<file path="config.mk">
export PLATFORM = sky130hd
export DESIGN_NAME = sha1_hash_engine
export DESIGN_NICKNAME = d
export VERILOG_FILES = /design/src/sv/sha1_pkg.sv /design/src/sv/sha1_hash_engine.sv /design/src/sv/sha1_dp.sv /design/src/sv/sha1_ctrl.sv
export SDC_FILE = /design/constraint.sdc
export NUM_CORES = 2
export LEC_CHECK = 0
export BUFFER_PORTS_ARGS = -buffer_cell sky130_fd_sc_hd__buf_2
export CORE_UTILIZATION = 57
export DETAILED_ROUTE_END_ITERATION = 8
export GPL_TIMING_DRIVEN = 0
export PLACE_DENSITY = 0.73
export SYNTH_ARGS = -nofsm -noshare
export SYNTH_HDL_FRONTEND = slang
export SYNTH_SLANG_ARGS = --single-unit
</file>
<file path="constraint.sdc">
create_clock -name clock -period 26 [get_ports clock]
set_input_delay 5.2 -clock clock [delete_from_list [all_inputs] [get_ports clock]]
set_output_delay 5.2 -clock clock [all_outputs]
set_load 0.02 [all_outputs]
</file>
<file path="src/sv/sha1_pkg.sv">
// shared types and constants for the sha-1 hash engine
`timescale 1ns / 1ps

package sha1_pkg;

   localparam int unsigned NUM_WORDS = 5;

   typedef logic [31:0] word_type;

   localparam word_type INIT_H0 = 32'h67452301;
   localparam word_type INIT_H1 = 32'hEFCDAB89;
   localparam word_type INIT_H2 = 32'h98BADCFE;
   localparam word_type INIT_H3 = 32'h10325476;
   localparam word_type INIT_H4 = 32'hC3D2E1F0;

   localparam word_type K_CH   = 32'h5A827999;
   localparam word_type K_PAR1 = 32'h6ED9EBA1;
   localparam word_type K_MAJ  = 32'h8F1BBCDC;
   localparam word_type K_PAR2 = 32'hCA62C1D6;

   localparam logic [7:0] PAD_BYTE = 8'h80;

   localparam logic [2:0] LAST_WORD_IDX = 3'd4;

   // source of the byte shifted into the message window
   typedef enum logic [1:0] {
      BYTE_IN,
      BYTE_PAD,
      BYTE_ZERO,
      BYTE_LEN
   } byte_sel_type;

   // round function group, 20 rounds each
   typedef enum logic [1:0] {
      PHASE_CH,
      PHASE_PAR1,
      PHASE_MAJ,
      PHASE_PAR2
   } phase_type;

   typedef struct packed {
      logic         shift_byte;
      logic         count_up;
      byte_sel_type byte_sel;
      logic [2:0]   len_idx;
      logic         load_vars;
      logic         round_step;
      phase_type    phase;
      logic         chain_add;
      logic         clear_state;
      logic [2:0]   out_idx;
   } cmd_type;

   typedef struct packed {
      logic [5:0] fill;
   } status_type;

   function automatic word_type round_const(input phase_type phase);
      word_type k;
      case (phase)
         PHASE_CH:   k = K_CH;
         PHASE_PAR1: k = K_PAR1;
         PHASE_MAJ:  k = K_MAJ;
         PHASE_PAR2: k = K_PAR2;
         default:    k = K_CH;
      endcase
      return k;
   endfunction

endpackage

</file>
<file path="src/sv/sha1_hash_engine.sv">
// sha-1 hash engine top level: controller plus datapath on stream ports
// a message byte is accepted in the idle state; the 64th byte of a block
// starts 80 rounds on the single round unit plus the chaining-word update
// end of message: padding bytes up to the block end, one or two
// compressions, then five digest transactions, one per ready cycle
// synchronous active-high reset loads the initial hash words and a zero count
`timescale 1ns / 1ps

module sha1_hash_engine (
   input  logic        clock,
   input  logic        reset,
   input  logic        req_tvalid,
   output logic        req_tready,
   input  logic [7:0]  req_tdata,   // [7:0] data_byte
   input  logic        req_tuser,   // [0] has_byte
   input  logic        req_tlast,   // end_of_message
   output logic        rsp_tvalid,
   input  logic        rsp_tready,
   output logic [31:0] rsp_tdata,   // [31:0] digest_word
   output logic [2:0]  rsp_tuser,   // [2:0] word_index
   output logic        rsp_tlast    // last_word
);
   import sha1_pkg::*;

   cmd_type    cmd;
   status_type status;

   sha1_ctrl u_ctrl (
      .clock        (clock),
      .reset        (reset),
      .req_tvalid   (req_tvalid),
      .req_tready   (req_tready),
      .req_has_byte (req_tuser),
      .req_end      (req_tlast),
      .rsp_tvalid   (rsp_tvalid),
      .rsp_tready   (rsp_tready),
      .rsp_tlast    (rsp_tlast),
      .rsp_index    (rsp_tuser),
      .status       (status),
      .cmd          (cmd)
   );

   sha1_dp u_dp (
      .clock       (clock),
      .reset       (reset),
      .cmd         (cmd),
      .req_byte    (req_tdata),
      .status      (status),
      .digest_word (rsp_tdata)
   );

endmodule

</file>
<file path="src/sv/sha1_dp.sv">
// sha-1 datapath: message window, round variables, chaining words, byte count
`timescale 1ns / 1ps

module sha1_dp (
   input  logic                clock,
   input  logic                reset,
   input  sha1_pkg::cmd_type   cmd,
   input  logic [7:0]          req_byte,
   output sha1_pkg::status_type status,
   output sha1_pkg::word_type  digest_word
);
   import sha1_pkg::*;

   function automatic word_type rotl(input word_type x, input int unsigned n);
      return (x << n) | (x >> (32 - n));
   endfunction

   // 16-word window, oldest word in the top bits
   logic [511:0] msg_ff, msg_in;
   word_type     a_ff, b_ff, c_ff, d_ff, e_ff;
   word_type     a_in, b_in, c_in, d_in, e_in;
   word_type     chain_ff [NUM_WORDS];
   word_type     chain_in [NUM_WORDS];
   logic [60:0]  count_ff, count_in;

   logic [63:0]  len_bits;
   logic [7:0]   shift_byte;
   word_type     w_cur, w_next, f_val, t_val;

   assign len_bits = {count_ff, 3'b000};
   assign w_cur    = msg_ff[511:480];
   assign w_next   = rotl(msg_ff[95:64] ^ msg_ff[255:224] ^ msg_ff[447:416] ^ msg_ff[511:480],
                          1);

   always_comb begin
      case (cmd.byte_sel)
         BYTE_IN:   shift_byte = req_byte;
         BYTE_PAD:  shift_byte = PAD_BYTE;
         BYTE_LEN:  shift_byte = len_bits[{~cmd.len_idx, 3'b000} +: 8];
         default:   shift_byte = 8'h00;
      endcase
   end

   always_comb begin
      case (cmd.phase)
         PHASE_CH:  f_val = (b_ff & c_ff) | (~b_ff & d_ff);
         PHASE_MAJ: f_val = (b_ff & c_ff) | (b_ff & d_ff) | (c_ff & d_ff);
         default:   f_val = b_ff ^ c_ff ^ d_ff;
      endcase
   end

   assign t_val = rotl(a_ff, 5) + f_val + e_ff + round_const(cmd.phase) + w_cur;

   always_comb begin
      msg_in = msg_ff;
      if (cmd.shift_byte) begin
         msg_in = {msg_ff[503:0], shift_byte};
      end else if (cmd.round_step) begin
         msg_in = {msg_ff[479:0], w_next};
      end
   end

   always_comb begin
      a_in = a_ff;
      b_in = b_ff;
      c_in = c_ff;
      d_in = d_ff;
      e_in = e_ff;
      if (cmd.load_vars) begin
         a_in = chain_ff[0];
         b_in = chain_ff[1];
         c_in = chain_ff[2];
         d_in = chain_ff[3];
         e_in = chain_ff[4];
      end else if (cmd.round_step) begin
         a_in = t_val;
         b_in = a_ff;
         c_in = rotl(b_ff, 30);
         d_in = c_ff;
         e_in = d_ff;
      end
   end

   always_comb begin
      chain_in = chain_ff;
      count_in = count_ff;
      if (cmd.clear_state) begin
         chain_in[0] = INIT_H0;
         chain_in[1] = INIT_H1;
         chain_in[2] = INIT_H2;
         chain_in[3] = INIT_H3;
         chain_in[4] = INIT_H4;
         count_in    = '0;
      end else begin
         if (cmd.chain_add) begin
            chain_in[0] = chain_ff[0] + a_ff;
            chain_in[1] = chain_ff[1] + b_ff;
            chain_in[2] = chain_ff[2] + c_ff;
            chain_in[3] = chain_ff[3] + d_ff;
            chain_in[4] = chain_ff[4] + e_ff;
         end
         if (cmd.count_up) begin
            count_in = count_ff + 61'd1;
         end
      end
   end

   always_ff @(posedge clock) begin
      msg_ff <= msg_in;
      a_ff   <= a_in;
      b_ff   <= b_in;
      c_ff   <= c_in;
      d_ff   <= d_in;
      e_ff   <= e_in;
      if (reset) begin
         chain_ff[0] <= INIT_H0;
         chain_ff[1] <= INIT_H1;
         chain_ff[2] <= INIT_H2;
         chain_ff[3] <= INIT_H3;
         chain_ff[4] <= INIT_H4;
         count_ff    <= '0;
      end else begin
         chain_ff <= chain_in;
         count_ff <= count_in;
      end
   end

   always_comb begin
      case (cmd.out_idx)
         3'd0:    digest_word = chain_ff[0];
         3'd1:    digest_word = chain_ff[1];
         3'd2:    digest_word = chain_ff[2];
         3'd3:    digest_word = chain_ff[3];
         3'd4:    digest_word = chain_ff[4];
         default: digest_word = chain_ff[0];
      endcase
   end

   assign status.fill = count_ff[5:0];

endmodule

</file>
<file path="src/sv/sha1_ctrl.sv">
// sha-1 controller: byte intake, padding sequence, round count, digest output
`timescale 1ns / 1ps

module sha1_ctrl (
   input  logic                 clock,
   input  logic                 reset,
   input  logic                 req_tvalid,
   output logic                 req_tready,
   input  logic                 req_has_byte,
   input  logic                 req_end,
   output logic                 rsp_tvalid,
   input  logic                 rsp_tready,
   output logic                 rsp_tlast,
   output logic [2:0]           rsp_index,
   input  sha1_pkg::status_type status,
   output sha1_pkg::cmd_type    cmd
);
   import sha1_pkg::*;

   typedef enum logic [2:0] {
      S_IDLE,
      S_ROUND,
      S_CHAIN,
      S_PAD,
      S_OUT
   } state_type;

   localparam logic [6:0] ROUND_LAST = 7'd79;
   localparam logic [5:0] POS_LAST   = 6'd63;
   localparam logic [5:0] POS_LEN    = 6'd56;

   state_type  state_ff, state_in;
   logic [6:0] round_ff, round_in;
   logic [5:0] pad_pos_ff, pad_pos_in;
   logic       first_ff, first_in;
   logic       len_ff, len_in;
   logic       end_pend_ff, end_pend_in;
   logic       pad_mode_ff, pad_mode_in;
   logic [2:0] out_idx_ff, out_idx_in;

   logic [5:0] pos;

   // first padding step starts where the message bytes stopped
   assign pos = first_ff ? status.fill : pad_pos_ff;

   always_comb begin
      state_in    = state_ff;
      round_in    = round_ff;
      pad_pos_in  = pad_pos_ff;
      first_in    = first_ff;
      len_in      = len_ff;
      end_pend_in = end_pend_ff;
      pad_mode_in = pad_mode_ff;
      out_idx_in  = out_idx_ff;
      cmd         = '0;
      cmd.byte_sel = BYTE_ZERO;
      cmd.phase    = PHASE_CH;
      cmd.out_idx  = out_idx_ff;
      req_tready  = 1'b0;
      rsp_tvalid  = 1'b0;

      if (round_ff < 7'd20) begin
         cmd.phase = PHASE_CH;
      end else if (round_ff < 7'd40) begin
         cmd.phase = PHASE_PAR1;
      end else if (round_ff < 7'd60) begin
         cmd.phase = PHASE_MAJ;
      end else begin
         cmd.phase = PHASE_PAR2;
      end

      case (state_ff)
         S_IDLE: begin
            req_tready = 1'b1;
            if (req_tvalid) begin
               if (req_has_byte) begin
                  cmd.shift_byte = 1'b1;
                  cmd.count_up   = 1'b1;
                  cmd.byte_sel   = BYTE_IN;
               end
               if (req_has_byte && status.fill == POS_LAST) begin
                  cmd.load_vars = 1'b1;
                  round_in      = '0;
                  end_pend_in   = req_end;
                  state_in      = S_ROUND;
               end else if (req_end) begin
                  first_in    = 1'b1;
                  len_in      = 1'b0;
                  pad_mode_in = 1'b1;
                  state_in    = S_PAD;
               end
            end
         end
         S_PAD: begin
            cmd.shift_byte = 1'b1;
            cmd.len_idx    = pos[2:0];
            if (first_ff) begin
               cmd.byte_sel = BYTE_PAD;
            end else if (pos == POS_LEN || len_ff) begin
               cmd.byte_sel = BYTE_LEN;
            end else begin
               cmd.byte_sel = BYTE_ZERO;
            end
            pad_pos_in = pos + 6'd1;
            first_in   = 1'b0;
            if (!first_ff && pos == POS_LEN) begin
               len_in = 1'b1;
            end
            if (pos == POS_LAST) begin
               cmd.load_vars = 1'b1;
               round_in      = '0;
               state_in      = S_ROUND;
            end
         end
         S_ROUND: begin
            cmd.round_step = 1'b1;
            round_in       = round_ff + 7'd1;
            if (round_ff == ROUND_LAST) begin
               state_in = S_CHAIN;
            end
         end
         S_CHAIN: begin
            cmd.chain_add = 1'b1;
            if (pad_mode_ff) begin
               if (len_ff) begin
                  out_idx_in = '0;
                  state_in   = S_OUT;
               end else begin
                  state_in = S_PAD;
               end
            end else if (end_pend_ff) begin
               end_pend_in = 1'b0;
               first_in    = 1'b1;
               len_in      = 1'b0;
               pad_mode_in = 1'b1;
               state_in    = S_PAD;
            end else begin
               state_in = S_IDLE;
            end
         end
         S_OUT: begin
            rsp_tvalid = 1'b1;
            if (rsp_tready) begin
               if (out_idx_ff == LAST_WORD_IDX) begin
                  cmd.clear_state = 1'b1;
                  pad_mode_in     = 1'b0;
                  end_pend_in     = 1'b0;
                  len_in          = 1'b0;
                  first_in        = 1'b0;
                  out_idx_in      = '0;
                  state_in        = S_IDLE;
               end else begin
                  out_idx_in = out_idx_ff + 3'd1;
               end
            end
         end
         default: begin
            state_in = S_IDLE;
         end
      endcase
   end

   assign rsp_tlast = (out_idx_ff == LAST_WORD_IDX);
   assign rsp_index = out_idx_ff;

   always_ff @(posedge clock) begin
      if (reset) begin
         state_ff    <= S_IDLE;
         round_ff    <= '0;
         pad_pos_ff  <= '0;
         first_ff    <= 1'b0;
         len_ff      <= 1'b0;
         end_pend_ff <= 1'b0;
         pad_mode_ff <= 1'b0;
         out_idx_ff  <= '0;
      end else begin
         state_ff    <= state_in;
         round_ff    <= round_in;
         pad_pos_ff  <= pad_pos_in;
         first_ff    <= first_in;
         len_ff      <= len_in;
         end_pend_ff <= end_pend_in;
         pad_mode_ff <= pad_mode_in;
         out_idx_ff  <= out_idx_in;
      end
   end

endmodule

</file>
* After elaboration in Yosys (flattened, before gate mapping)
Index checks and enable logic that the tools add are counted.
** Word-level totals
- Register bits after elaboration :: 916
- Bits of input ports :: 14
- Output and inout port bits :: 38
** Operators by class
- Add/subtract/negate cells :: 13
- Magnitude comparators :: 3
- Equality and inequality tests :: 31
- Shift operators :: 1
- Muxes and demuxes :: 81
- Bitwise gates (word level) :: 17
- Reductions and logical operators :: 21
** Operators by type and width (count)
- 512-bit 2-to-1 mux :: 2
- 32-bit 2-to-1 mux :: 10
- 32-bit adder :: 9
- 32-bit case mux with 4 select lines :: 2
- 32-bit bitwise XOR :: 5
- 32-bit AND :: 4
- 32-bit bitwise OR :: 3
- 32-bit case mux with 2 select lines :: 1
- 64-bit by 7-bit indexed part select with 8-bit output :: 1
- 61-bit by 1-bit adder with 61-bit output (second input constant) :: 1
- 3-bit 2-to-1 mux :: 14
- 32-bit NOT :: 1
- 32-bit by 1-bit bitwise OR with 32-bit output :: 1
- 32-bit by 30-bit bitwise OR with 32-bit output :: 1
- 32-bit by 5-bit bitwise OR with 32-bit output :: 1
- 1-bit 2-to-1 mux :: 31
- 8-bit case mux with 3 select lines :: 1
- 7-bit 2-to-1 mux :: 3
- 7-bit case mux with 3 select lines :: 1
- 6-bit equality test (second input constant) :: 3
- 6-bit AND reduction :: 3
- 3-bit case mux with 5 select lines :: 1
- 7-bit by 6-bit < comparator with 1-bit output (second input constant) :: 2
- 2-bit by 1-bit inequality test with 1-bit output (second input constant) :: 7
- other kinds (33) :: 59

* Logic depth before layout (Yosys ltp)
- Word-level depth :: 12
- Mapped depth :: 29
- Mapped depth without buffers :: 27

* Modules after synthesis
A second synthesis with hierarchy kept.
** Second synthesis, totals
- Cell total of the unflattened synthesis :: 4793
- Area total of the unflattened synthesis :: 52948.3 µm²
** By module, submodules not included
- sha1_dp :: instances 1, cells an instance 4578, area each 51300.5 µm²
- sha1_ctrl :: instances 1, cells an instance 215, area each 1647.8 µm²

* Worst setup path after synthesis
Ideal clock, no wire load.
- Path kind :: input -> register
- Start point :: input port req_tvalid
- End point :: register u_dp.msg_ff[0], enable pin
- Library setup time :: 971 ps
- Arrival time :: 18151 ps
- Data required time :: 25029 ps
- Path slack :: 6878 ps
- Stages on the path :: 5
- Buffers on the path :: 2
- Cell sequence :: nor2b_1 -> and3_1 -> buf_2 -> clkbuf_1 -> nand2b_1
** Between the ends
- Word-level cells in the longest chain between the ends :: 3
** RTL lines
- from (decl) :: RTL line sha1_hash_engine.sv:12 : input logic req_tvalid,
- 4-bit 2-to-1 mux :: RTL line sha1_ctrl.sv:75 : if (req_tvalid) begin
- 1-bit case mux with 2 select lines :: RTL line sha1_ctrl.sv:72 : case (state_ff)
- 2-bit nonzero test (no source line)
- to (signal assigned) :: RTL line sha1_dp.sv:109 : msg_ff <= msg_in;
- to (decl) :: RTL line sha1_dp.sv:19 : logic [511:0] msg_ff, msg_in;
Every way passes these cells.
A chain may end at the register's enable or synchronous reset.

* Worst setup path after layout
- Start point :: register u_ctrl.out_idx_ff[0], in the netlist u_ctrl.rsp_index[0]
- End point :: output port rsp_tdata[23]
** Between the ends
- Word-level cells in the longest chain between the ends :: 2
- Elaborated cells between the ends (all ways) :: 5
- Those cells by class :: eq/ne: 4; mux: 1
** RTL lines
- from (decl) :: RTL line sha1_ctrl.sv:39 : logic [2:0] out_idx_ff, out_idx_in;
- from (signal assigned) :: RTL line sha1_ctrl.sv:184 : out_idx_ff <= out_idx_in;
- 3-bit equality test (tied with other cells) :: RTL line sha1_dp.sv:129 : case (cmd.out_idx)
- 32-bit case mux with 4 select lines (*) :: RTL line sha1_dp.sv:129
- to (decl) :: RTL line sha1_hash_engine.sv:19 : output logic [31:0] rsp_tdata,
Every way passes the cells marked *; elsewhere a longest branch is shown, timed or not.

==> metrics <==
status=complete, no violations; initial core utilization=a little under three fifths; number of remaining DRC errors=0; Routed Antenna Nets=0; Clock transition at path regs=roughly 0.06 ns; # nets final=5,302; CTS Sinks=about 920; delay-heaviest family, CP=buffers and inverters; placer congestion estimate=1.02; Hold/Removal Path Class=reg2reg; TritonCTS buffer count=98; Die Ht=306 um; post-cts hold buffer count=0; crit path max-delay cell type=buf_1; global-route wire length before repair=241,000 um; Synth cell types=87; number of buffers and inverters on the critical path=4; Vias/cell=roughly 6.3; routed vias=39,403; Seq/Total Area, Yosys=47.6%; Die Wd=about 310 um; Post-synth EDFFs=approximately 670; Core ar.=91,500 um2; Post-Syn Area=52,600 um2; vias in the first global route=38,287; Setup TNS=0 ns; CTS H-tree depth=3; crit-path max cell delay=slightly above 0.7 ns; Synth area leader=edfxtp_1; largest net degree at the start of global routing=74; FMAX=105 MHz; RSZ-0062 raised after global routing=no; final hold viol count=0; total gr overflow=0; layout cells sized above 1=15.5%; Ys Warns=0; Main synth FF type=edfxtp_1; clock skew=0.0248 ns; Final Cycle Share=36.8%; Synth async-reset ratio=0%; Layout area overhead=10.3%; IO Port Bufs=50; crit start category=register; critical path peak fanout=10; Critical Path End Type=output pin; DIE AREA=93,600 um2; worst-path cell chain=ha_1 -> nor2b_1 -> clkbuf_1 -> or4_1 -> clkbuf_1 -> buf_1 -> nor2_1 -> a31oi_1 -> buf_2; Post-Syn Instances=4,794; initial antenna violation count=0; dominant cells by area after synthesis=edfxtp_1 (38%), mux2_2 (11%), dfxtp_1 (9.3%), ha_1 (4.9%), fa_1 (4.8%); CTS root buffer=clkbuf_16; post-synth top area share=38.3%; flops & latches, synth=916; Worst slew margin=approximately 1.9%; CTS tree=done; minimum clock period after layout=9.56 ns; WL per Instance=26.5 um; final WL=165,000 um; critical path's most frequent cell=clkbuf_1; Detailed Routing Iterations Pass 1=6; post-DP HPWL=126,000 um; Syn Area/Cell=roughly 11 um2; Initial DRC Count=4,551; worst skew pair latency=0.71 ns; Clock Tree Buf Depth=3; number of post-CTS setup repair buffers=0; worst slew pin tran=1.47 ns; kind of critical path=reg2out; Global Route Usage Sum=34.8%; max cap viols=0; data required time of the worst path=20.80 ns; Max Slew Vio Count=0; # fillers=7,266; arrival time worst endpoint=4.36 ns; endpoints failing setup=0; Mapped Nets=5,138; CTS resizes=0; std cell rows=roughly 110; Ports=between 50 and 60
[cells by family after synthesis]
group                    count (synthesis)  synth area share [%]
flip-flops                             916                  47.6
multiplexers                           561                  11.9
XOR/XNOR                               304                  5.06
buffers and inverters                  548                  3.96
AND/OR/NAND/NOR                       1053                  9.06
AO/OA/AOI/OAI                         1081                  12.8
adder cells (fa/ha/maj)                331                  9.64
[per-layer routing]
| metal | wire length, um | up-vias | track usage [%] | part of all wire, % |
|---|---|---|---|---|
| li1 | - | 17688 | - | - |
| met1 | 61500 | 19229 | 43.0 | 37 |
| met2 | 76200 | 2022 | 56.4 | 46 |
| met3 | 14900 | 464 | 5.89 | 9.0 |
| met4 | 12400 | 0 | 23.3 | 7.5 |
| met5 | 0 | - | 0 | 0 |
[flip-flops by register name, summed over array words and instances, names as in the netlist, 3 cells and up]
register           cells
u_dp.c_ff             32
u_dp.count_ff         61
u_ctrl.state_ff        3
u_ctrl.round_ff        7
u_dp.chain_ff        160
u_ctrl.pad_pos_ff      6
u_dp.d_ff             32
u_dp.b_ff             32
u_dp.e_ff             32
u_ctrl.rsp_index       3
u_dp.msg_ff          512
u_dp.a_ff             32
[path summary, 6_finish.rpt]
| kind | cells after the start | slack (ns) | endpoint | start |
|---|---|---|---|---|
| worst min register to register | 2 | 0.46 | u_ctrl.pad_pos_ff[1] | u_ctrl.pad_pos_ff[1] |
| worst max register to register | 26 | 16.49 | u_dp.a_ff[30] | u_ctrl.round_ff[3] |
| worst min-delay path | 2 | 0.46 | u_ctrl.pad_pos_ff[1] | u_ctrl.pad_pos_ff[1] |
| worst max-delay path | 9 | 16.44 | rsp_tdata[23] | u_ctrl.rsp_index[0] |
[placed cells by master (no fill, tap or decap), types with 27 or more instances in the layout]
master / synthesis / final
xor2_1: 107 / 107
nor2b_1: 27 / 27
and3_1: 29 / 29
inv_1: 326 / 326
mux2i_1: 37 / 37
a21oi_1: 278 / 276
nand4_1: 29 / 29
nand2_1: 504 / 504
nor2_1: 216 / 216
o211ai_1: 49 / 49
clkbuf_1: 197 / 226
edfxtp_1: 672 / 672
a21o_1: 65 / 65
fa_1: 125 / 125
ha_1: 205 / 205
nand3_1: 73 / 73
dfxtp_1: 244 / 244
nand2b_1: 30 / 29
clkbuf_16: 0 / 99
mux2_2: 524 / 524
xnor2_1: 197 / 197
a31oi_1: 60 / 60
o21ai_0: 312 / 312
buf_2: 8 / 58
a211oi_1: 36 / 36
a22oi_1: 68 / 68
nor3_1: 55 / 55
or3_1: 29 / 29
[synth_stat cells, types with 8 or more instances]
| master | instances |
|---|---|
| buf_1 | 12 |
| nor2b_1 | 27 |
| clkbuf_1 | 197 |
| mux2i_1 | 37 |
| a211oi_1 | 36 |
| o21ai_1 | 11 |
| and4_1 | 12 |
| nand4_1 | 29 |
| and3_1 | 29 |
| inv_1 | 326 |
| edfxtp_1 | 672 |
| o31ai_1 | 12 |
| xnor2_1 | 197 |
| or3_1 | 29 |
| fa_1 | 125 |
| buf_2 | 8 |
| mux2_2 | 524 |
| a22oi_1 | 68 |
| o21bai_1 | 28 |
| nand2_1 | 504 |
| ha_1 | 205 |
| nor2_1 | 216 |
| nor3_1 | 55 |
| nand3_1 | 73 |
| a311oi_1 | 8 |
| a221oi_1 | 13 |
| o221ai_1 | 9 |
| a221o_1 | 11 |
| o21a_1 | 26 |
| dfxtp_1 | 244 |
| a21oi_1 | 278 |
| a31oi_1 | 60 |
| nand2b_1 | 30 |
| a21o_1 | 65 |
| xor2_1 | 107 |
| or2_2 | 8 |
| and2_1 | 9 |
| o211ai_1 | 49 |
| o21ai_0 | 312 |
| o22ai_1 | 26 |
[per-stage QoR]
step	util, %	hold slack (ns)	instance area [um2]	cells	worst slack [ns]
floorplan	-	0.427	52600	4794	6.88
CTS	63.4	0.461	58000	6229	16.50
global route	63.4	0.478	58000	6229	16.47
global placement	59.4	0.440	54400	6030	1.34
finish	63.4	0.462	58000	6231	16.44
detailed placement	59.8	0.453	54800	6044	16.81
[final cells by class]
class                      instances  area, um2  area share (%)
clock buffer                     138       2720            4.69
timing repair buffer              64        598            1.03
clock inverter                    47        564           0.972
inverter                         327       1230            2.11
buffer                           221        858            1.48
sequential                       916      25100            43.2
multi-input combinational       3330      25500            44.0
tap                             1186       1480            2.56
antenna                            2       5.00         0.00862
[worst register-to-register path: stages (launching register included)]
cell	delay [ns]
dfxtp_1	0.30
clkbuf_1	0.20
maj3_1	0.42
a221o_1	0.60
inv_1	0.69
ha_1	0.69
clkinv_1	0.61
clkbuf_1	0.49
o22ai_1	0.30
o21ai_0	0.25
fa_1	0.61
inv_1	0.06
fa_1	0.52
inv_1	0.06
fa_1	0.56
inv_1	0.06
ha_1	0.28
a21o_1	0.19
and4_1	0.21
o311a_1	0.37
o211ai_1	0.34
o21ba_2	0.31
o41ai_1	0.16
or4_1	0.41
a31oi_1	0.22
xor2_1	0.23
o21ai_1	0.09
Power is not shown: default switching activity piles up to over one toggle a cycle in this logic, so the estimate is an artifact.
